File: config.mk
export PLATFORM = sky130hd
export DESIGN_NAME = ghash_accumulator_unit
export DESIGN_NICKNAME = d
export VERILOG_FILES = /design/src/hdl/gacc_pkg.sv /design/src/hdl/gacc_key_table.sv /design/src/hdl/gacc_nibble_step.sv /design/src/hdl/ghash_accumulator_unit.sv
export SDC_FILE = /design/constraint.sdc
export NUM_CORES = 2
export LEC_CHECK = 0
export BUFFER_PORTS_ARGS = -buffer_cell sky130_fd_sc_hd__buf_2
export CAP_MARGIN = 20
export CORE_ASPECT_RATIO = 1.25
export CORE_MARGIN = 2
export CORE_UTILIZATION = 59
export CTS_BUF_LIST = sky130_fd_sc_hd__clkbuf_16
export DETAILED_ROUTE_END_ITERATION = 10
export GPL_TIMING_DRIVEN = 0
export MAX_ROUTING_LAYER = met4
export PLACE_DENSITY_LB_ADDON = 0.05
export SLEW_MARGIN = 0
export SYNTH_ARGS = -nofsm -noshare
export SYNTH_HDL_FRONTEND = slang
export SYNTH_SLANG_ARGS = --single-unit
File: constraint.sdc
create_clock -name clock -period 10.8 [get_ports clock]
set_input_delay 1.62 -clock clock [delete_from_list [all_inputs] [get_ports clock]]
set_output_delay 1.62 -clock clock [all_outputs]
set_load 0.005 [all_outputs]
File: src/hdl/gacc_pkg.sv
`default_nettype none

package gacc_pkg;

   localparam int unsigned HALF_W   = 64;
   localparam int unsigned BLOCK_W  = 2 * HALF_W;
   localparam int unsigned NIB_W    = 4;
   localparam int unsigned STEPS    = BLOCK_W / NIB_W;
   localparam int unsigned CNT_W    = $clog2(STEPS);
   localparam int unsigned REM_W    = 16;
   localparam int unsigned CSR_IDX_W = 1;

   localparam logic [7:0] REDUCE_TOP = 8'he1;

   localparam logic [CSR_IDX_W-1:0] CSR_HASH_KEY_HIGH = 1'b0;
   localparam logic [CSR_IDX_W-1:0] CSR_HASH_KEY_LOW  = 1'b1;

   localparam logic CMD_ABSORB = 1'b0;
   localparam logic CMD_CLEAR  = 1'b1;

   typedef enum logic [1:0] {
      ST_IDLE,
      ST_MUL,
      ST_DONE
   } gacc_state_type;

   // reduction of the four bits shifted out of a 4-bit step
   function automatic logic [REM_W-1:0] rem_poly(input logic [NIB_W-1:0] nib);
      logic [REM_W-1:0] r;
      unique case (nib)
         4'h0: r = 16'h0000;
         4'h1: r = 16'h1c20;
         4'h2: r = 16'h3840;
         4'h3: r = 16'h2460;
         4'h4: r = 16'h7080;
         4'h5: r = 16'h6ca0;
         4'h6: r = 16'h48c0;
         4'h7: r = 16'h54e0;
         4'h8: r = 16'he100;
         4'h9: r = 16'hfd20;
         4'ha: r = 16'hd940;
         4'hb: r = 16'hc560;
         4'hc: r = 16'h9180;
         4'hd: r = 16'h8da0;
         4'he: r = 16'ha9c0;
         4'hf: r = 16'hb5e0;
         default: r = '0;
      endcase
      return r;
   endfunction

endpackage

`default_nettype wire

File: src/hdl/gacc_key_table.sv
`default_nettype none

// H times a 4-bit value; the table is linear, so an entry is an XOR of H/x^k terms
module gacc_key_table
   import gacc_pkg::*;
(
   input  wire logic [HALF_W-1:0]  key_high,
   input  wire logic [HALF_W-1:0]  key_low,
   input  wire logic [NIB_W-1:0]   index,
   output logic      [BLOCK_W-1:0] entry
);

   logic [BLOCK_W-1:0] base [NIB_W];

   function automatic logic [BLOCK_W-1:0] shift_one(input logic [BLOCK_W-1:0] v);
      logic [BLOCK_W-1:0] r;
      r = v >> 1;
      if (v[0]) begin
         r[BLOCK_W-1 -: 8] = r[BLOCK_W-1 -: 8] ^ REDUCE_TOP;
      end
      return r;
   endfunction

   always_comb begin
      base[NIB_W-1] = {key_high, key_low};
      for (int k = NIB_W - 2; k >= 0; k--) begin
         base[k] = shift_one(base[k+1]);
      end
   end

   always_comb begin
      entry = '0;
      for (int k = 0; k < NIB_W; k++) begin
         if (index[k]) begin
            entry = entry ^ base[k];
         end
      end
   end

endmodule

`default_nettype wire

File: src/hdl/gacc_nibble_step.sv
`default_nettype none

// one 4-bit multiply step: z >> 4, fold in the shifted-out nibble, add table entry
module gacc_nibble_step
   import gacc_pkg::*;
(
   input  wire logic [BLOCK_W-1:0] z_cur,
   input  wire logic [BLOCK_W-1:0] entry,
   output logic      [BLOCK_W-1:0] z_next
);

   logic [BLOCK_W-1:0] fold;

   always_comb begin
      fold = {rem_poly(z_cur[NIB_W-1:0]), {(BLOCK_W - REM_W){1'b0}}};
      z_next = (z_cur >> NIB_W) ^ fold ^ entry;
   end

endmodule

`default_nettype wire

File: src/hdl/ghash_accumulator_unit.sv
// Absorb word: the nibble step unit folds in one nibble per step in ST_MUL, then ST_DONE loads the response.
// Clear word: the accumulator is zeroed on accept and ST_DONE loads the response.
// A new word is taken only in ST_IDLE, after the response of the last one is loaded, since the
// single shared nibble step unit serves one word at a time; a held response stalls ST_DONE.
// Configuration writes take effect on the next cycle; csr_ready is always high.
// Synchronous reset clears the accumulator, both key halves and all control state.
`default_nettype none

module ghash_accumulator_unit
   import gacc_pkg::*;
(
   input  wire logic                 clock,
   input  wire logic                 reset,
   input  wire logic                 csr_valid,
   output logic                      csr_ready,
   input  wire logic [CSR_IDX_W-1:0] csr_index,
   input  wire logic [HALF_W-1:0]    csr_data,
   input  wire logic                 req_valid,
   output logic                      req_ready,
   input  wire logic                 req_command,
   input  wire logic [HALF_W-1:0]    req_block_high,
   input  wire logic [HALF_W-1:0]    req_block_low,
   output logic                      rsp_valid,
   input  wire logic                 rsp_ready,
   output logic      [HALF_W-1:0]    rsp_hash_high,
   output logic      [HALF_W-1:0]    rsp_hash_low
);

   gacc_state_type      state_ff, state_in;
   logic [HALF_W-1:0]   key_high_ff, key_high_in;
   logic [HALF_W-1:0]   key_low_ff, key_low_in;
   logic [BLOCK_W-1:0]  acc_ff, acc_in;
   logic [BLOCK_W-1:0]  x_ff, x_in;
   logic [BLOCK_W-1:0]  z_ff, z_in;
   logic [CNT_W-1:0]    cnt_ff, cnt_in;
   logic                rsp_valid_ff, rsp_valid_in;
   logic [BLOCK_W-1:0]  rsp_ff, rsp_in;

   logic [BLOCK_W-1:0]  entry;
   logic [BLOCK_W-1:0]  z_next;
   logic                req_fire;
   logic                csr_fire;

   gacc_key_table u_key_table (
      .key_high (key_high_ff),
      .key_low  (key_low_ff),
      .index    (x_ff[NIB_W-1:0]),
      .entry    (entry)
   );

   gacc_nibble_step u_step (
      .z_cur  (z_ff),
      .entry  (entry),
      .z_next (z_next)
   );

   assign csr_ready     = 1'b1;
   assign csr_fire      = csr_valid && csr_ready;
   assign req_ready     = (state_ff == ST_IDLE);
   assign req_fire      = req_valid && req_ready;
   assign rsp_valid     = rsp_valid_ff;
   assign rsp_hash_high = rsp_ff[BLOCK_W-1:HALF_W];
   assign rsp_hash_low  = rsp_ff[HALF_W-1:0];

   always_ff @(posedge clock) begin
      if (reset) begin
         state_ff     <= ST_IDLE;
         key_high_ff  <= '0;
         key_low_ff   <= '0;
         acc_ff       <= '0;
         cnt_ff       <= '0;
         rsp_valid_ff <= 1'b0;
      end else begin
         state_ff     <= state_in;
         key_high_ff  <= key_high_in;
         key_low_ff   <= key_low_in;
         acc_ff       <= acc_in;
         cnt_ff       <= cnt_in;
         rsp_valid_ff <= rsp_valid_in;
      end
   end

   always_ff @(posedge clock) begin
      x_ff   <= x_in;
      z_ff   <= z_in;
      rsp_ff <= rsp_in;
   end

   always_comb begin
      key_high_in = key_high_ff;
      key_low_in  = key_low_ff;
      if (csr_fire) begin
         unique case (csr_index)
            CSR_HASH_KEY_HIGH: key_high_in = csr_data;
            CSR_HASH_KEY_LOW:  key_low_in  = csr_data;
            default: ;
         endcase
      end
   end

   always_comb begin
      state_in     = state_ff;
      acc_in       = acc_ff;
      x_in         = x_ff;
      z_in         = z_ff;
      cnt_in       = cnt_ff;
      rsp_in       = rsp_ff;
      rsp_valid_in = rsp_valid_ff && !rsp_ready;

      unique case (state_ff)
         ST_IDLE: begin
            if (req_fire) begin
               if (req_command == CMD_CLEAR) begin
                  acc_in   = '0;
                  state_in = ST_DONE;
               end else begin
                  x_in     = acc_ff ^ {req_block_high, req_block_low};
                  z_in     = '0;
                  cnt_in   = '0;
                  state_in = ST_MUL;
               end
            end
         end
         ST_MUL: begin
            z_in   = z_next;
            x_in   = x_ff >> NIB_W;
            cnt_in = cnt_ff + 1'b1;
            if (cnt_ff == CNT_W'(STEPS - 1)) begin
               acc_in   = z_next;
               state_in = ST_DONE;
            end
         end
         ST_DONE: begin
            if (!rsp_valid_ff || rsp_ready) begin
               rsp_in       = acc_ff;
               rsp_valid_in = 1'b1;
               state_in     = ST_IDLE;
            end
         end
         default: state_in = ST_IDLE;
      endcase
   end

   a_cnt_only_in_mul: assert property (@(posedge clock) disable iff (reset)
      (cnt_ff != '0) |-> (state_ff == ST_MUL))
      else $error("step counter running outside multiply");

   a_clear_zeroes: assert property (@(posedge clock) disable iff (reset)
      (req_fire && req_command == CMD_CLEAR) |=> (acc_ff == '0))
      else $error("clear word did not zero accumulator");

   a_absorb_starts: assert property (@(posedge clock) disable iff (reset)
      (req_fire && req_command == CMD_ABSORB) |=> (state_ff == ST_MUL && cnt_ff == '0))
      else $error("absorb word did not start multiply");

   a_done_loads: assert property (@(posedge clock) disable iff (reset)
      (state_ff == ST_DONE && (!rsp_valid_ff || rsp_ready))
      |=> (rsp_valid_ff && rsp_ff == $past(acc_ff)))
      else $error("response not loaded from accumulator");

endmodule

`default_nettype wire

==> impl_results.md <==
* Die ar. at 55,200 um2
* Final-layout fill cell count at approximately 4,200
* Syn_nets at 3,303
* Type of element launching the critical path: input port
* Post-synthesis register bit count at between 600 and 700
* Post-CTS sizing at 0
* Worst Tran Pin Value at approximately 1100 ps
* Post-synthesis instance area at roughly 31,000 um2
* Total iterations of the first detailed-routing run at 5
* Number of clock buffers inserted by TritonCTS at between 60 and 70
* Maximum clock skew at final layout at approximately 17 ps
* Portion of the clock cycle consumed by the worst path in the final layout at 0.334
* Leak at roughly 14 nW
* Clock latency on the worst-skew pair at a little over 600 ps
* Share of power burned in registers at 0.489
* Peak supply drop at ~0.00013 V
* Buffers on Ports at 327
* Setup ws final at just over 7000 ps
* Largest net degree at the start of global routing at about 130
* Top achievable clock speed at ~0.28 GHz
* Minimum clock period at about 3600 ps
* H-tree levels at 3
* Count of pins on the block boundary at 330
* Layout cells sized above 1 at 0.154
* Remaining design rule violation count at 0
* GRT Overall Usage at 0.311
* Detailed Route Iter0 Violations at approximately 1,800
* Setup repair after global routing missed its margin: false
* Fraction of power consumed by combinational cells at 0.139
* CP Max Fanout at 131
* Fraction of power consumed by the clock network at 0.372
* Half-perimeter wire length of the detailed placement result at around 63,000 um
* Nature of the critical path endpoint: flip-flop
* Row cnt at 94
* Clock tree buffer depth at 3
* First-pass GRT wire length at 126,000 um
* Number of distinct library cells after synthesis at 46
* P per Cell Area at roughly 170 nW/um2
* Setup-failing EPs final at 0
* Total length of routed wires at roughly 84,000 um
* Total vias in the final route at 23,100
* Class of the tightest hold or removal check: flip-flop to flip-flop
* Net switching power of the design at roughly 1.6 mW
* Number of nets at the end of the flow at ~3,700
* Final hold vios at 0
* Number of standard cells after synthesis at around 3,100
* Final global-route overflow total at 0
* Async set-reset flop share out of synthesis at 0
* Predominant post-synthesis flop cell: sky130_fd_sc_hd__edfxtp_1
* Vertical die dimension at roughly 260 um
* Post-synth EDFFs at 384
* Switching power as a share of total power at 0.264
* Setup Crit Path Kind: input port to flip-flop
* Internal Power at roughly 4.4 mW
* Clock tree from TritonCTS: done
* Average wire per standard cell at 19.8 um
* Yosys warning total at 0
* Sum Neg Setup Slack at 0 ps
* Max cap viols at 0
* Arrival time at the worst endpoint at between 3000 and 4000 ps
* Gpl congestion at about 0.92
* Effective utilization at floorplan at 0.597
* Post-CTS setup buffers at 0
* Area Overhead vs Synth at 15.0%
* Mean Syn Cell Area at 10.1 um2
* Part of the Yosys area used for sequential elements at 0.540
* Summed area of non-filler cells in the final layout at 36,200 um2
* Area of the core at 52,700 um2
* Area post-placement at 34,000 um2
* Floorplan die width at 210 um
* Final Slew Violations at 0
* Slew Limit Headroom at 0.241
* Initial antenna violation count at 16
* Via count of the first global-routing pass at roughly 23,000
* CP required at approximately 11,000 ps
* Setup WS pre-CTS at between 6000 and 7000 ps
* Drt via density at roughly 5.4
* Cell at the root of the clock tree: sky130_fd_sc_hd__clkbuf_16
* CTS hold repair buffers at 0
* Clk sink count at about 660
* Worst-path clk slew at 60 ps
* Number of antenna-violating nets in the routed design at 0
* Status: finished clean
## flip-flops by register name, indices dropped and copies added, names as in the netlist, 2 cells and up
signal,count
rsp_ff,128
u_step.fold,8
key_low_ff,64
acc_ff,128
key_high_ff,64
state_ff,2
x_ff,128
z_ff,128
cnt_ff,5
## path summary, 6_finish.rpt
| check | startpoint | cells past startpoint | slack [ps] | endpoint |
|---|---|---|---|---|
| setup / recovery | req_valid | 5 | 7190 | x_ff[53]$_DFFE_PP_ |
| hold / removal | acc_ff[27]$_SDFFE_PP0P_ | 0 | 470 | rsp_ff[27]$_DFFE_PP_ |
| setup reg to reg | state_ff[0]$_SDFFE_PP0P_ | 9 | 7660 | x_ff[36]$_DFFE_PP_ |
| hold reg to reg | acc_ff[27]$_SDFFE_PP0P_ | 0 | 470 | rsp_ff[27]$_DFFE_PP_ |
## through the flow
step | power (mW) | hold slack, ps | utilization | cells
after CTS | 6.01 | 480 | 0.686 | 4229
after global placement | 3.81 | 462 | 0.644 | 4101
after floorplan | 3.54 | 451 | - | 3102
final | 5.98 | 473 | 0.686 | 4243
after detailed placement | 3.80 | 467 | 0.646 | 4107
after global routing | 6.19 | 489 | 0.686 | 4243
## layout by cell type, fill, tap and decap left out, types with 6 or more instances in the layout
cell type / netlist / layout
sky130_fd_sc_hd__edfxtp_1: 384 / 384
sky130_fd_sc_hd__buf_2: 91 / 418
sky130_fd_sc_hd__nand2_1: 1137 / 1137
sky130_fd_sc_hd__a21oi_1: 257 / 257
sky130_fd_sc_hd__dfxtp_1: 272 / 272
sky130_fd_sc_hd__clkinv_2: 0 / 18
sky130_fd_sc_hd__inv_6: 0 / 6
sky130_fd_sc_hd__clkinv_1: 0 / 13
sky130_fd_sc_hd__clkbuf_1: 90 / 90
sky130_fd_sc_hd__diode_2: 0 / 14
sky130_fd_sc_hd__a22oi_1: 7 / 7
sky130_fd_sc_hd__xor2_1: 26 / 26
sky130_fd_sc_hd__clkbuf_16: 0 / 68
sky130_fd_sc_hd__xnor2_1: 377 / 377
sky130_fd_sc_hd__o21ai_0: 125 / 125
sky130_fd_sc_hd__inv_1: 6 / 12
sky130_fd_sc_hd__xnor3_1: 126 / 126
sky130_fd_sc_hd__nor2_1: 141 / 141
## kinds of logic (layout without fill, tap and decap cells)
family	Yosys count	after routing	share of synthesized area
compound gates	403	403	0.0667
xor+xnor	530	530	0.203
fa+ha+maj	2	2	0.000796
buf+inv	198	653	0.0290
flops	656	656	0.540
mux	3	3	0.00147
other cells	1	15	0.000119
simple gates	1309	1309	0.159
## synth_stat cells, types with 2 or more instances
library cell | instances | area share
sky130_fd_sc_hd__nor2b_1 | 6 | 0.0012
sky130_fd_sc_hd__and3_1 | 3 | 0.00060
sky130_fd_sc_hd__a21bo_2 | 2 | 0.00064
sky130_fd_sc_hd__nor2_1 | 141 | 0.017
sky130_fd_sc_hd__nand3b_1 | 2 | 0.00048
sky130_fd_sc_hd__and2_1 | 5 | 0.00099
sky130_fd_sc_hd__ha_1 | 2 | 0.00080
sky130_fd_sc_hd__xnor3_1 | 126 | 0.090
sky130_fd_sc_hd__buf_4 | 4 | 0.00096
sky130_fd_sc_hd__buf_2 | 91 | 0.014
sky130_fd_sc_hd__o221ai_1 | 2 | 0.00056
sky130_fd_sc_hd__inv_1 | 6 | 0.00072
sky130_fd_sc_hd__nand2b_1 | 5 | 0.00099
sky130_fd_sc_hd__xnor2_1 | 377 | 0.11
sky130_fd_sc_hd__a22oi_1 | 7 | 0.0017
sky130_fd_sc_hd__buf_6 | 5 | 0.0018
sky130_fd_sc_hd__dfxtp_1 | 272 | 0.17
sky130_fd_sc_hd__a21oi_1 | 257 | 0.041
sky130_fd_sc_hd__clkbuf_1 | 90 | 0.011
sky130_fd_sc_hd__nor3_1 | 2 | 0.00032
sky130_fd_sc_hd__edfxtp_1 | 384 | 0.37
sky130_fd_sc_hd__a21o_1 | 2 | 0.00048
sky130_fd_sc_hd__xor2_1 | 26 | 0.0072
sky130_fd_sc_hd__nand2_1 | 1137 | 0.14
sky130_fd_sc_hd__o21ai_0 | 125 | 0.020
sky130_fd_sc_hd__nand3_1 | 3 | 0.00048
## final cells by class
class                   instances  area [um2]  area share
clock buffers                  68        1700      0.0471
clock inverters                54         379      0.0105
multi-input cells            2248       13600       0.375
repair buffers                333        1750      0.0483
inverters                       6        30.0    0.000831
plain buffers                 192         888      0.0246
flip-flops and latches        656       17000       0.470
diodes                         14        35.0    0.000969
well taps                     672         841      0.0233
## worst max-delay path, stage by stage
cell and delay (ps):
sky130_fd_sc_hd__buf_2 110, sky130_fd_sc_hd__nor2b_1 140, sky130_fd_sc_hd__o21bai_1 750, sky130_fd_sc_hd__inv_8 490, sky130_fd_sc_hd__buf_16 400
## power by group through the flow
stage               clock network (mW)  registers, mW  logic (mW)
floorplan                            0           2.97       0.571
global placement                     0           3.01       0.798
detailed placement                   0           2.98       0.823
CTS                               2.26           2.93       0.830
global route                      2.34           2.94       0.906
finish                            2.23           2.93       0.832
## layer usage
layer | vias to the layer above | global-route usage | wire length [um] | share of wire
met5 | - | - | 0 | 0
met4 | 0 | 0.117 | 2640 | 0.031
met1 | 11200 | 0.380 | 34300 | 0.41
met3 | 117 | 0.0476 | 5190 | 0.062
li1 | 11000 | - | - | -
met2 | 740 | 0.525 | 42000 | 0.50
No activity file was read; power rests on OpenSTA's default activity.
